--- config.mk ---
export PLATFORM = sky130hd
export DESIGN_NAME = config_text_tokenizer
export DESIGN_NICKNAME = d
export VERILOG_FILES = /design/src/design/ctt_pkg.sv /design/src/design/ctt_lexer.sv /design/src/design/ctt_outq.sv /design/src/design/config_text_tokenizer.sv
export SDC_FILE = /design/constraint.sdc
export NUM_CORES = 1
export LEC_CHECK = 0
export ABC_AREA = 1
export BUFFER_PORTS_ARGS = -buffer_cell sky130_fd_sc_hd__buf_2
export CAP_MARGIN = 20
export CORE_ASPECT_RATIO = 0.75
export CORE_MARGIN = 1
export CORE_UTILIZATION = 64
export DETAILED_ROUTE_END_ITERATION = 16
export GPL_TIMING_DRIVEN = 1
export PLACE_DENSITY_LB_ADDON = 0.25
export REMOVE_ABC_BUFFERS = 1
export SLEW_MARGIN = 10
export SYNTH_ARGS = -nofsm -noshare
export SYNTH_HDL_FRONTEND = slang
export SYNTH_SLANG_ARGS = --single-unit
--- constraint.sdc ---
create_clock -name clk -period 5.1 [get_ports clk]
set_clock_uncertainty 0.1 [all_clocks]
set_input_delay 1.02 -clock clk [delete_from_list [all_inputs] [get_ports clk]]
set_output_delay 1.02 -clock clk [all_outputs]
set_load 0.01 [all_outputs]
--- src/design/ctt_pkg.sv ---
`default_nettype none

package ctt_pkg;

  // event codes on the result channel
  typedef enum logic [2:0] {
    EV_CHAR   = 3'd0,
    EV_WEND   = 3'd1,
    EV_LBRACE = 3'd2,
    EV_RBRACE = 3'd3,
    EV_SEP    = 3'd4,
    EV_END    = 3'd5
  } ev_t;

  // one result beat
  typedef struct packed {
    ev_t         ev;
    logic [7:0]  ch;
    logic [15:0] ts;
    logic [15:0] te;
    logic        last;
  } res_t;

  // all results caused by one input beat, in order, slot 0 first
  typedef struct packed {
    logic [1:0]      cnt;
    res_t [2:0]      slot;
  } batch_t;

  localparam logic [7:0] CH_NUL  = 8'h00;
  localparam logic [7:0] CH_TAB  = 8'h09;
  localparam logic [7:0] CH_NL   = 8'h0A;
  localparam logic [7:0] CH_VT   = 8'h0B;
  localparam logic [7:0] CH_FF   = 8'h0C;
  localparam logic [7:0] CH_CR   = 8'h0D;
  localparam logic [7:0] CH_SP   = 8'h20;
  localparam logic [7:0] CH_DQ   = 8'h22;
  localparam logic [7:0] CH_HASH = 8'h23;
  localparam logic [7:0] CH_SQ   = 8'h27;
  localparam logic [7:0] CH_SEMI = 8'h3B;
  localparam logic [7:0] CH_BSL  = 8'h5C;
  localparam logic [7:0] CH_N    = 8'h6E;
  localparam logic [7:0] CH_T    = 8'h74;
  localparam logic [7:0] CH_LBR  = 8'h7B;
  localparam logic [7:0] CH_RBR  = 8'h7D;

endpackage

`default_nettype wire

--- src/design/ctt_lexer.sv ---
`default_nettype none

module ctt_lexer import ctt_pkg::*; #(
  parameter int OFFSET_BITS = 16
) (
  input  wire logic       clk,
  input  wire logic       rst_n,
  input  wire logic       acc,
  input  wire logic [7:0] text_byte,
  input  wire logic       end_of_text,
  output batch_t          batch
);

  localparam int EXT_W = OFFSET_BITS + 16;

  typedef logic [OFFSET_BITS-1:0] off_t;

  typedef enum logic [2:0] {
    M_BETWEEN = 3'd0,
    M_BSLASH  = 3'd1,
    M_HASH    = 3'd2,
    M_COMMENT = 3'd3,
    M_BARE    = 3'd4,
    M_QUOTED  = 3'd5,
    M_QESC    = 3'd6
  } mode_t;

  typedef struct packed {
    logic  v;
    res_t  r;
    mode_t m;
    logic  lht;
    off_t  cts;
    logic  qd;
  } btw_t;

  mode_t mode_r, mode_nxt;
  logic  lht_r, lht_nxt;
  off_t  off_r, off_nxt;
  off_t  cts_r, cts_nxt;
  logic  qd_r, qd_nxt;

  logic       eot;
  logic       bare_end;
  logic       run_bare;
  logic       run_btw;
  logic       lht_in;
  off_t       pi;
  btw_t       bw;
  logic [2:0] pv;
  res_t [2:0] pr;
  logic [1:0] n;
  logic [7:0] esc_ch;

  function automatic off_t sat_inc(input off_t v);
    return (v == '1) ? v : v + 1'b1;
  endfunction

  function automatic logic [15:0] lo16(input off_t v);
    logic [EXT_W-1:0] t;
    t = EXT_W'(v);
    return t[15:0];
  endfunction

  function automatic res_t mk(input ev_t ev, input logic [7:0] ch, input off_t s,
                              input off_t e);
    res_t r;
    r.ev   = ev;
    r.ch   = ch;
    r.ts   = lo16(s);
    r.te   = lo16(e);
    r.last = 1'b0;
    return r;
  endfunction

  // token dispatch from the between-tokens state
  function automatic btw_t between(input logic [7:0] b, input off_t p, input logic lht,
                                   input off_t cts, input logic qd);
    btw_t o;
    off_t pn;
    pn    = sat_inc(p);
    o.v   = 1'b0;
    o.r   = mk(EV_CHAR, CH_NUL, p, pn);
    o.m   = M_BETWEEN;
    o.lht = lht;
    o.cts = cts;
    o.qd  = qd;
    case (b) inside
      CH_SP, CH_TAB, CH_CR, CH_VT, CH_FF: begin
      end
      CH_BSL: begin
        o.cts = p;
        o.m   = M_BSLASH;
      end
      CH_HASH: begin
        o.cts = p;
        o.m   = lht ? M_HASH : M_COMMENT;
      end
      CH_NL, CH_SEMI: begin
        o.v = 1'b1;
        o.r = mk(EV_SEP, CH_NUL, p, pn);
        if (b == CH_NL) o.lht = 1'b0;
      end
      CH_LBR, CH_RBR: begin
        o.v   = 1'b1;
        o.lht = 1'b1;
        o.r   = mk((b == CH_LBR) ? EV_LBRACE : EV_RBRACE, CH_NUL, p, pn);
      end
      CH_DQ, CH_SQ: begin
        o.lht = 1'b1;
        o.cts = p;
        o.qd  = (b == CH_DQ);
        o.m   = M_QUOTED;
      end
      default: begin
        o.v   = 1'b1;
        o.lht = 1'b1;
        o.cts = p;
        o.r   = mk(EV_CHAR, b, p, pn);
        o.m   = M_BARE;
      end
    endcase
    return o;
  endfunction

  assign eot      = end_of_text || (text_byte == CH_NUL);
  assign pi       = sat_inc(off_r);
  assign bare_end = text_byte inside {CH_SP, CH_TAB, CH_NL, CH_CR, CH_VT, CH_FF,
                                      CH_SEMI, CH_LBR, CH_RBR};
  // a held backslash that turns into a word has already marked the line
  assign lht_in   = (mode_r == M_BSLASH) ? 1'b1 : lht_r;
  assign bw       = between(text_byte, off_r, lht_in, cts_r, qd_r);
  assign esc_ch   = (text_byte == CH_N) ? CH_NL :
                    (text_byte == CH_T) ? CH_TAB : text_byte;

  // slot 0: held prefix char, slot 1: word char or word end, slot 2: dispatch
  always_comb begin
    pv       = '0;
    pr       = '0;
    run_bare = 1'b0;
    run_btw  = 1'b0;
    mode_nxt = mode_r;
    lht_nxt  = lht_r;
    cts_nxt  = cts_r;
    qd_nxt   = qd_r;
    off_nxt  = pi;
    if (eot) begin
      mode_nxt = M_BETWEEN;
      lht_nxt  = 1'b0;
      cts_nxt  = '0;
      qd_nxt   = 1'b0;
      off_nxt  = '0;
      pv[2]    = 1'b1;
      pr[2]    = mk(EV_END, CH_NUL, off_r, off_r);
      unique case (mode_r)
        M_BSLASH, M_QESC: begin
          pv[0] = 1'b1;
          pr[0] = mk(EV_CHAR, CH_BSL, cts_r, off_r);
          pv[1] = 1'b1;
          pr[1] = mk(EV_WEND, CH_NUL, cts_r, off_r);
        end
        M_BARE, M_QUOTED: begin
          pv[1] = 1'b1;
          pr[1] = mk(EV_WEND, CH_NUL, cts_r, off_r);
        end
        default: begin
        end
      endcase
    end else begin
      unique case (mode_r)
        M_BSLASH: begin
          if (text_byte == CH_NL) begin
            mode_nxt = M_BETWEEN;
          end else begin
            lht_nxt  = 1'b1;
            pv[0]    = 1'b1;
            pr[0]    = mk(EV_CHAR, CH_BSL, cts_r, sat_inc(cts_r));
            run_bare = 1'b1;
          end
        end
        M_HASH: begin
          if (text_byte == CH_SP || text_byte == CH_TAB || text_byte == CH_HASH) begin
            mode_nxt = M_COMMENT;
          end else if (text_byte == CH_NL) begin
            run_btw = 1'b1;
          end else begin
            pv[0]    = 1'b1;
            pr[0]    = mk(EV_CHAR, CH_HASH, cts_r, sat_inc(cts_r));
            run_bare = 1'b1;
          end
        end
        M_COMMENT: begin
          if (text_byte == CH_NL) run_btw = 1'b1;
        end
        M_BARE: begin
          run_bare = 1'b1;
        end
        M_QUOTED: begin
          if (text_byte == (qd_r ? CH_DQ : CH_SQ)) begin
            pv[1]    = 1'b1;
            pr[1]    = mk(EV_WEND, CH_NUL, cts_r, pi);
            mode_nxt = M_BETWEEN;
          end else if (text_byte == CH_BSL && qd_r) begin
            mode_nxt = M_QESC;
          end else begin
            pv[1] = 1'b1;
            pr[1] = mk(EV_CHAR, text_byte, cts_r, pi);
          end
        end
        M_QESC: begin
          pv[1]    = 1'b1;
          pr[1]    = mk(EV_CHAR, esc_ch, cts_r, pi);
          mode_nxt = M_QUOTED;
        end
        default: begin
          run_btw = 1'b1;
        end
      endcase
      if (run_bare) begin
        pv[1] = 1'b1;
        if (bare_end) begin
          pr[1]   = mk(EV_WEND, CH_NUL, cts_r, off_r);
          run_btw = 1'b1;
        end else begin
          pr[1]    = mk(EV_CHAR, text_byte, cts_r, pi);
          mode_nxt = M_BARE;
        end
      end
      if (run_btw) begin
        pv[2]    = bw.v;
        pr[2]    = bw.r;
        mode_nxt = bw.m;
        lht_nxt  = bw.lht;
        cts_nxt  = bw.cts;
        qd_nxt   = bw.qd;
      end
    end
  end

  // pack the valid slots to the front and flag the final one
  always_comb begin
    n          = 2'd0;
    batch.slot = '0;
    for (int i = 0; i < 3; i++) begin
      if (pv[i]) begin
        batch.slot[n] = pr[i];
        n             = n + 2'd1;
      end
    end
    if (n != 2'd0) batch.slot[n - 2'd1].last = 1'b1;
    batch.cnt = n;
  end

  always_ff @(posedge clk) begin
    if (!rst_n) begin
      mode_r <= M_BETWEEN;
      lht_r  <= 1'b0;
      off_r  <= '0;
      cts_r  <= '0;
      qd_r   <= 1'b0;
    end else if (acc) begin
      mode_r <= mode_nxt;
      lht_r  <= lht_nxt;
      off_r  <= off_nxt;
      cts_r  <= cts_nxt;
      qd_r   <= qd_nxt;
    end
  end

  a_eot_clears: assert property (@(posedge clk) disable iff (!rst_n)
    acc && eot |=> mode_r == M_BETWEEN && off_r == '0 && !lht_r)
    else $error("state not cleared after end of text");

  a_off_monotonic: assert property (@(posedge clk) disable iff (!rst_n)
    acc && !eot |=> off_r >= $past(off_r) && off_r != '0)
    else $error("offset went backwards or wrapped");

  a_hash_needs_line: assert property (@(posedge clk) disable iff (!rst_n)
    mode_r == M_HASH |-> lht_r)
    else $error("pending hash on a line without a token");

endmodule

`default_nettype wire

--- src/design/ctt_outq.sv ---
`default_nettype none

module ctt_outq import ctt_pkg::*; (
  input  wire logic clk,
  input  wire logic rst_n,
  input  wire logic load,
  input  batch_t    batch,
  output logic      room,
  output logic      head_valid,
  input  wire logic head_ready,
  output res_t      head
);

  logic [1:0] cnt_r;
  res_t [2:0] q_r;
  logic       pop;

  assign head_valid = (cnt_r != 2'd0);
  assign pop        = head_valid && head_ready;
  // free when empty, or once the final queued beat leaves in this cycle
  assign room       = (cnt_r == 2'd0) || ((cnt_r == 2'd1) && head_ready);
  assign head       = q_r[0];

  always_ff @(posedge clk) begin
    if (!rst_n) begin
      cnt_r <= 2'd0;
    end else if (load) begin
      cnt_r <= batch.cnt;
    end else if (pop) begin
      cnt_r <= cnt_r - 2'd1;
    end
  end

  always_ff @(posedge clk) begin
    if (load) begin
      q_r <= batch.slot;
    end else if (pop) begin
      q_r[0] <= q_r[1];
      q_r[1] <= q_r[2];
    end
  end

  a_single_is_last: assert property (@(posedge clk) disable iff (!rst_n)
    cnt_r == 2'd1 |-> q_r[0].last)
    else $error("lone queued beat lacks last flag");

  a_multi_not_last: assert property (@(posedge clk) disable iff (!rst_n)
    cnt_r == 2'd2 || cnt_r == 2'd3 |-> !q_r[0].last)
    else $error("last flag ahead of queued beats");

  a_no_load_busy: assert property (@(posedge clk) disable iff (!rst_n)
    load |-> cnt_r == 2'd0 || (cnt_r == 2'd1 && pop))
    else $error("load over undelivered beats");

endmodule

`default_nettype wire

--- src/design/config_text_tokenizer.sv ---
// Streaming tokenizer for brace-structured configuration text.
// Input channel (in_valid/in_ready): one text byte per beat; in_end_of_text,
//   or a zero byte, marks the end of the text.
// Output channel (out_valid/out_ready): one tokenizer event per beat: word
//   character, word end, open brace, close brace, separator, end of text,
//   with start/end byte offsets (low 16 bits). out_last flags the final event
//   caused by an input byte; a byte may cause zero to three events.
// Latency: events of a byte appear at the output the cycle after the byte
//   is accepted (registered result queue).
// Throughput: one byte per cycle while each byte yields at most one event and
//   out_ready is high; a byte yielding more events occupies the output until
//   its last event is delivered, and the next byte is taken in that cycle. The
//   limit is the single output beat per cycle.
// Stalls: with out_ready low, the result queue holds its events; in_ready is
//   low while events of an earlier byte wait, except in the cycle the final
//   one of them is taken.
// Reset: rst_n (synchronous, active low) returns the lexer to between-tokens,
//   offset zero, and empties the result queue. End of text does the same to
//   the lexer state after emitting its events.
`default_nettype none

module config_text_tokenizer import ctt_pkg::*; #(
  parameter int OFFSET_BITS = 16
) (
  input  wire logic        clk,
  input  wire logic        rst_n,
  input  wire logic        in_valid,
  output logic             in_ready,
  input  wire logic [7:0]  in_text_byte,
  input  wire logic        in_end_of_text,
  output logic             out_valid,
  input  wire logic        out_ready,
  output logic [2:0]       out_event_res,
  output logic [7:0]       out_word_char,
  output logic [15:0]      out_token_start,
  output logic [15:0]      out_token_end,
  output logic             out_last
);

  logic   acc;
  logic   room;
  batch_t batch;
  res_t   head;

  assign in_ready = room;
  assign acc      = in_valid && room;

  // lexer state advances on each accepted byte; its events go to the queue
  ctt_lexer #(
    .OFFSET_BITS(OFFSET_BITS)
  ) u_lexer (
    .clk         (clk),
    .rst_n       (rst_n),
    .acc         (acc),
    .text_byte   (in_text_byte),
    .end_of_text (in_end_of_text),
    .batch       (batch)
  );

  // up to three events per byte, delivered one beat at a time
  ctt_outq u_outq (
    .clk        (clk),
    .rst_n      (rst_n),
    .load       (acc),
    .batch      (batch),
    .room       (room),
    .head_valid (out_valid),
    .head_ready (out_ready),
    .head       (head)
  );

  assign out_event_res   = head.ev;
  assign out_word_char   = head.ch;
  assign out_token_start = head.ts;
  assign out_token_end   = head.te;
  assign out_last        = head.last;

endmodule

`default_nettype wire
# After elaboration in Yosys (flattened, before gate mapping)
# Cells that the tools add are included.
[classes]
add_sub_neg = 6
n_mul = 0
div_mod_pow = 0
magnitude_cmp = 6
n_eq_ne = 33
shift = 0
n_mux = 106
bitwise_logic = 0
reduce_logical = 29
[op_table]
columns = ["op", "n"]
rows = [
  ["$mux 132", 4],
  ["$bwmux 132", 3],
  ["$mux 44", 7],
  ["$mux 45", 6],
  ["$demux 44 s2", 3],
  ["$mux 88", 2],
  ["$pmux 44 s2", 2],
  ["$mux 16", 10],
  ["$mux 42", 2],
  ["$mux 40", 2],
  ["$mux 3", 15],
  ["$mux 41", 1],
  ["$eq 8x4->1 const B", 5],
  ["$eq 8x6->1 const B", 5],
  ["$eq 8x7->1 const B", 5],
  ["$mux 39", 1],
  ["$mux 1", 37],
  ["$add 16x1->16 const B", 2],
  ["$eq 16x16->1 const B", 2],
  ["$mux 8", 2],
  ["$pmux 3 s4", 1],
  ["$ne 2x1->1 const B", 5],
  ["$reduce_bool 2->1", 5],
  ["$eq 3x3->1 const B", 3],
  ["other kinds (28)", 50],
]
[word_totals]
ff_bits = 171
latchBits = 0
mem_bits_rw = 0
mem_bits_ro = 0
input_bits = 13
out_inout_bits = 46
mem_count = 0

# Longest topological paths before layout
[logic_depth]
depth_word = 23
ltp_mapped = 20

# Cells and area by module
# From an unflattened synthesis, not the netlist that was laid out.
[hier_totals]
cells_unflattened = 1657
area_unflattened_um2 = 11492.3
[by_module_without_submodules]
columns = ["mod", "n_inst", "cells_each", "area_each_um2", "seq_area_each_um2"]
rows = [
  ["ctt_lexer", 1, 1169, 5933.2, 740.7],
  ["ctt_outq", 1, 486, 5551.6, 4003.8],
  ["config_text_tokenizer", 1, 2, 7.5, 0.0],
]

# Worst setup path after synthesis
# Ideal clock, no wire load.
[synth_timing]
path_type = "input-to-reg"
start = "in in_text_byte[2]"
end = "reg u_outq.q_r[71] (netlist name) (data pin)"
t_arrival_ns = 3.327
path_slack_ns = 1.420
path_stages = 18
path_cell_list = "buf_4 -> inv_2 -> nand2_2 -> nor3_1 -> nor2_2 -> buf_2 -> nor2_2 -> inv_1 -> nand2_1 -> buf_4 -> inv_1 -> ha_1 -> nand3_4 -> nand2_2 -> buf_2 -> nor2_1 -> nor2_1 -> nor2_1"
[synth_via]
elab_chain_cells = 18
[synth_lines]
columns = ["element", "line_no", "rtl"]
rows = [
  ["from (decl)", "config_text_tokenizer.sv:29", "input wire logic [7:0] in_text_byte,"],
  ["$eq 8x6->1 or $eq 8x4->1 (tied branches)", "ctt_lexer.sv:128, ctt_lexer.sv:132, ctt_lexer.sv:182", ""],
  ["$logic_or 1x1->1 (2 in a row)", "ctt_lexer.sv:182", "if (text_byte == CH_SP || text_byte == CH_TAB || text_byte == CH_HASH) begin"],
  ["$mux 1", "ctt_lexer.sv:182", ""],
  ["$pmux 1 s2 or $pmux 1 s3 (tied branches)", "ctt_lexer.sv:170", "unique case (mode_r)"],
  ["$mux 3 or $mux 1 (tied branches)", "ctt_lexer.sv:147", "if (eot) begin"],
  ["$mux 1, on equally long branches", "ctt_lexer.sv:245, ctt_lexer.sv:219", ""],
  ["$add 1x1->2 (tied with other cells)", "ctt_lexer.sv:247", "n = n + 2'd1;"],
  ["$mux 2 or $logic_and 1x1->1 (tied branches)", "ctt_lexer.sv:245, ctt_lexer.sv:246", ""],
  ["$lt 2x3->1 (implied by the code) (tied with other cells)", "ctt_lexer.sv:246", "batch.slot[n] = pr[i];"],
  ["$logic_and 1x1->1 (implied by the code) or $demux 44 s2 (tied branches)", "--", ""],
  ["$mux 44 (implied by the code) or $bwmux 132 (tied branches)", "ctt_lexer.sv:246", ""],
  ["$demux 44 s2 or $mux 132 (tied branches)", "--", ""],
  ["$bwmux 132", "ctt_lexer.sv:246", ""],
  ["$mux 132", "ctt_lexer.sv:245", "if (pv[i]) begin"],
  ["$bwmux 132", "ctt_lexer.sv:250", "if (n != 2'd0) batch.slot[n - 2'd1].last = 1'b1;"],
  ["$mux 132 *", "ctt_lexer.sv:250", ""],
  ["$mux 88 *", "ctt_outq.sv:35", "if (load) begin"],
  ["to (signal assigned)", "ctt_outq.sv:36", "q_r <= batch.slot;"],
  ["to (decl)", "ctt_outq.sv:15", "res_t [2:0] q_r;"],
]
# Every way passes the cells marked *; elsewhere a longest branch is shown, timed or not. The select of a mux whose other input is x is not followed.
# A chain may end at the register's enable or synchronous reset.

# Final worst setup path
[layout_timing]
start = "in in_text_byte[3]"
end = "reg u_outq.q_r[75] (netlist name) (data pin)"
# Same word-level chain as after synthesis.

==> results_dict.tcl <==
set metrics [dict create \
    outcome "completed" \
    ys_types 37 \
    cts_tree "built" \
    synth_edf_count 132 \
    cts_buffers 17 \
    ys_ff_latch 171 \
    cp_num_buf_inv 4 \
    period_share_pct 76.82 \
    clockBufferDepth 2 \
    syn_area_mm2 0.01122 \
    vias 10840 \
    grt_usage_pct 37.21 \
    min_path_type "flop to flop" \
    syn_inst 1589 \
    grt_max_degree 76 \
    rsz0062_at_grt "false" \
    post_cts_resized 0 \
    tightest_slew_ps 1003 \
    avgSynthCellArea_um2 7.059 \
    utilization_pct 69.93 \
    finalWorstSetupSlack_ps 1182 \
    ios 59 \
    place_congestion 1.012 \
    synthToLayoutAreaGrowth_pct 5.856 \
    worstPathMaxFanout 29 \
    first_pass_iters 7 \
    wl_per_cell_um 17.96 \
    core.rowCount 41 \
    port_buffers 58 \
    worst-setup-path-type "input port to flop" \
    core_mm2 0.01698 \
    grt_first_pass_wirelength_um 51490 \
    p_total_w 0.005956 \
    path_cells "buf_2, inv_2, nand2_2, nor3_1, nor2_4, nor2_2, inv_1, nand2_1, inv_1, ha_1, nand3_4, nand2_2, nor2_1, nor2_1, nor2_1" \
    dpl_cell_area_mm2 0.01130 \
    crit_top_cell "nor2_1" \
    antenna_left 0 \
    slowest_delay_ps 520 \
    fmax_mhz 255.3 \
    antenna_found_initial 0 \
    n_antenna_cell 0 \
    powerDensity_mw_per_mm2 501.6 \
    drc 0 \
    drt_iter0_drc 1558 \
    dp_hpwl_um 21600 \
    maxCapViolations 0 \
    viasPerCell 5.975 \
    ir_drop_v 0.0004362 \
    start_util_pct 66.06 \
    num-fill-cells 1471 \
    gr-total-overflow 0 \
    nets 1585 \
    die_x_um 154.9 \
    grt_pass1_vias 9880 \
    slew_headroom_pct 33.10 \
    start_kind "input port" \
    clk_pin_slew_ps 70 \
    min_period_ps 3918 \
    htree_levels 4 \
    die_area_mm2 0.01807 \
    hold_buffers 0 \
    drive_gt1_share_pct 10.26 \
    crit_family "simple AND/OR/NAND/NOR gates" \
    slew_viol_final 0 \
    ys.flop_type "edfxtp_1" \
    required_ps 5200 \
    slowest_stage "nand2_2" \
    yosysSeqAreaShare_pct 42.30 \
    async_reset_ff_share_pct 0 \
    die_h_um 116.7 \
    wl_um 32600 \
    clock-sinks 171 \
    root_buffer "clkbuf_16" \
    end_kind "flop" \
    clock_latency_ps 440 \
    stdcell_area_mm2 0.01187 \
    final_hold_viol_count 0 \
    cp_data_arrival_time_ps 4020 \
    finalSetupViolCount 0 \
    synth_warnings 0 \
    cts_setup_buffers 0 \
    p_leak_nw 5.012 \
    dpl_worst_slack_ps 799.8 \
]
## registers in the layout (all words and copies together) (netlist names)
| name | cells |
|---|---|
| u_lexer.cts_r | 16 |
| u_outq.head | 44 |
| u_lexer.mode_r | 3 |
| u_outq.q_r | 88 |
| u_outq.cnt_r | 2 |
| u_lexer.qd_r | 1 |
| u_lexer.lht_r | 1 |
| u_lexer.off_r | 16 |
## cells by family after synthesis
logic type      after synthesis  share of synthesized area [%]
compound gates              192                          9.649
xor+xnor                      8                         0.6247
fa+ha+maj                     6                         0.6693
buf+inv                     282                          11.56
flops                       171                          42.30
simple gates                930                          35.20
## per-layer routing
| metal | global-route usage, % | wire length, um | vias up |
|---|---|---|---|
| met1 | 52.13 | 13660 | 4912 |
| met4 | 12.48 | 739 | 0 |
| met3 | 10.35 | 4360 | 67 |
| li1 | - | - | 5100 |
| met2 | 55.71 | 13830 | 765 |
| met5 | 0 | 0 | - |
## metrics by stage
stage	instances	hold WS (ps)	setup TNS, ps
2_1_floorplan	1466	329.3	-87390
3_3_place_gp	1783	356.7	0
3_5_place_dp	1783	372.8	0
4_1_cts	1815	383.2	0
5_1_grt	1815	391.8	0
6_report	1815	385.8	0
## cells in the final DEF, fill, tap and decap left out, drive strengths merged, types with 2 or more instances in the layout
| master | synthesis | layout |
|---|---|---|
| nand2 | 486 | 486 |
| a21oi | 60 | 60 |
| nor3 | 11 | 11 |
| clkbuf | 34 | 19 |
| xor2 | 8 | 8 |
| edfxtp | 132 | 132 |
| nor2 | 235 | 235 |
| o22ai | 13 | 13 |
| o21ai | 79 | 79 |
| a211oi | 10 | 10 |
| buf | 89 | 81 |
| o211ai | 25 | 25 |
| nand3b | 4 | 4 |
| dfxtp | 39 | 39 |
| nand3 | 145 | 145 |
| inv | 157 | 163 |
| clkinv | 2 | 6 |
| clkinvlp | 0 | 2 |
| or2 | 9 | 9 |
| ha | 6 | 6 |
| nand4 | 40 | 40 |
## worst paths after layout
kind	cells after the start	to	slack (ps)	from
min reg2reg	2	u_lexer.cts_r[9]	390	u_lexer.cts_r[9]
max reg2reg	14	u_outq.head[23]	1400	u_lexer.mode_r[2]
min	2	u_lexer.cts_r[9]	390	u_lexer.cts_r[9]
max	15	u_outq.q_r[75]	1180	in_text_byte[3]
## report_power, final
part | total [W] | switching, W | internal [W]
Clock | 0.00129 | 0.000591 | 0.000698
Combinational | 0.00219 | 0.00156 | 0.000629
Sequential | 0.00248 | 0.000210 | 0.00227
## synth_stat cells, types with 15 or more instances
cell	number	area share [%]
clkbuf_1	34	1.1
dfxtp_1	39	7.0
inv_2	15	0.50
o211ai_1	25	1.7
o21ai_1	15	0.67
a21oi_1	59	2.6
buf_4	51	3.4
inv_1	142	4.8
nand4_1	40	2.2
nand2_1	477	16
nor2_1	226	7.6
o21ai_0	64	2.9
buf_2	31	1.4
nand3_1	141	6.3
edfxtp_1	132	35
## layout make-up
type	count	area [um2]	share of cell area, %
clock buffers	19	442.9	3.730
inverters	159	599.3	5.047
well taps	236	295.3	2.487
clock inverters	13	130.1	1.096
multi-input cells	1136	5199	43.78
flip-flops and latches	171	4745	39.96
repair buffers	81	462.9	3.899
## worst register-to-register path: stages, from the launching register on
cell      delay (ps)
dfxtp_1          430
inv_1            150
nor2_1           130
buf_4            260
nor2_1            80
buf_4            210
a21oi_1          220
nor2_2            70
buf_4            300
ha_1             330
nand3_4          100
buf_4            590
o21ai_0          260
o211ai_1         140
nand2_1           80
(Power assumes the default switching activity.)
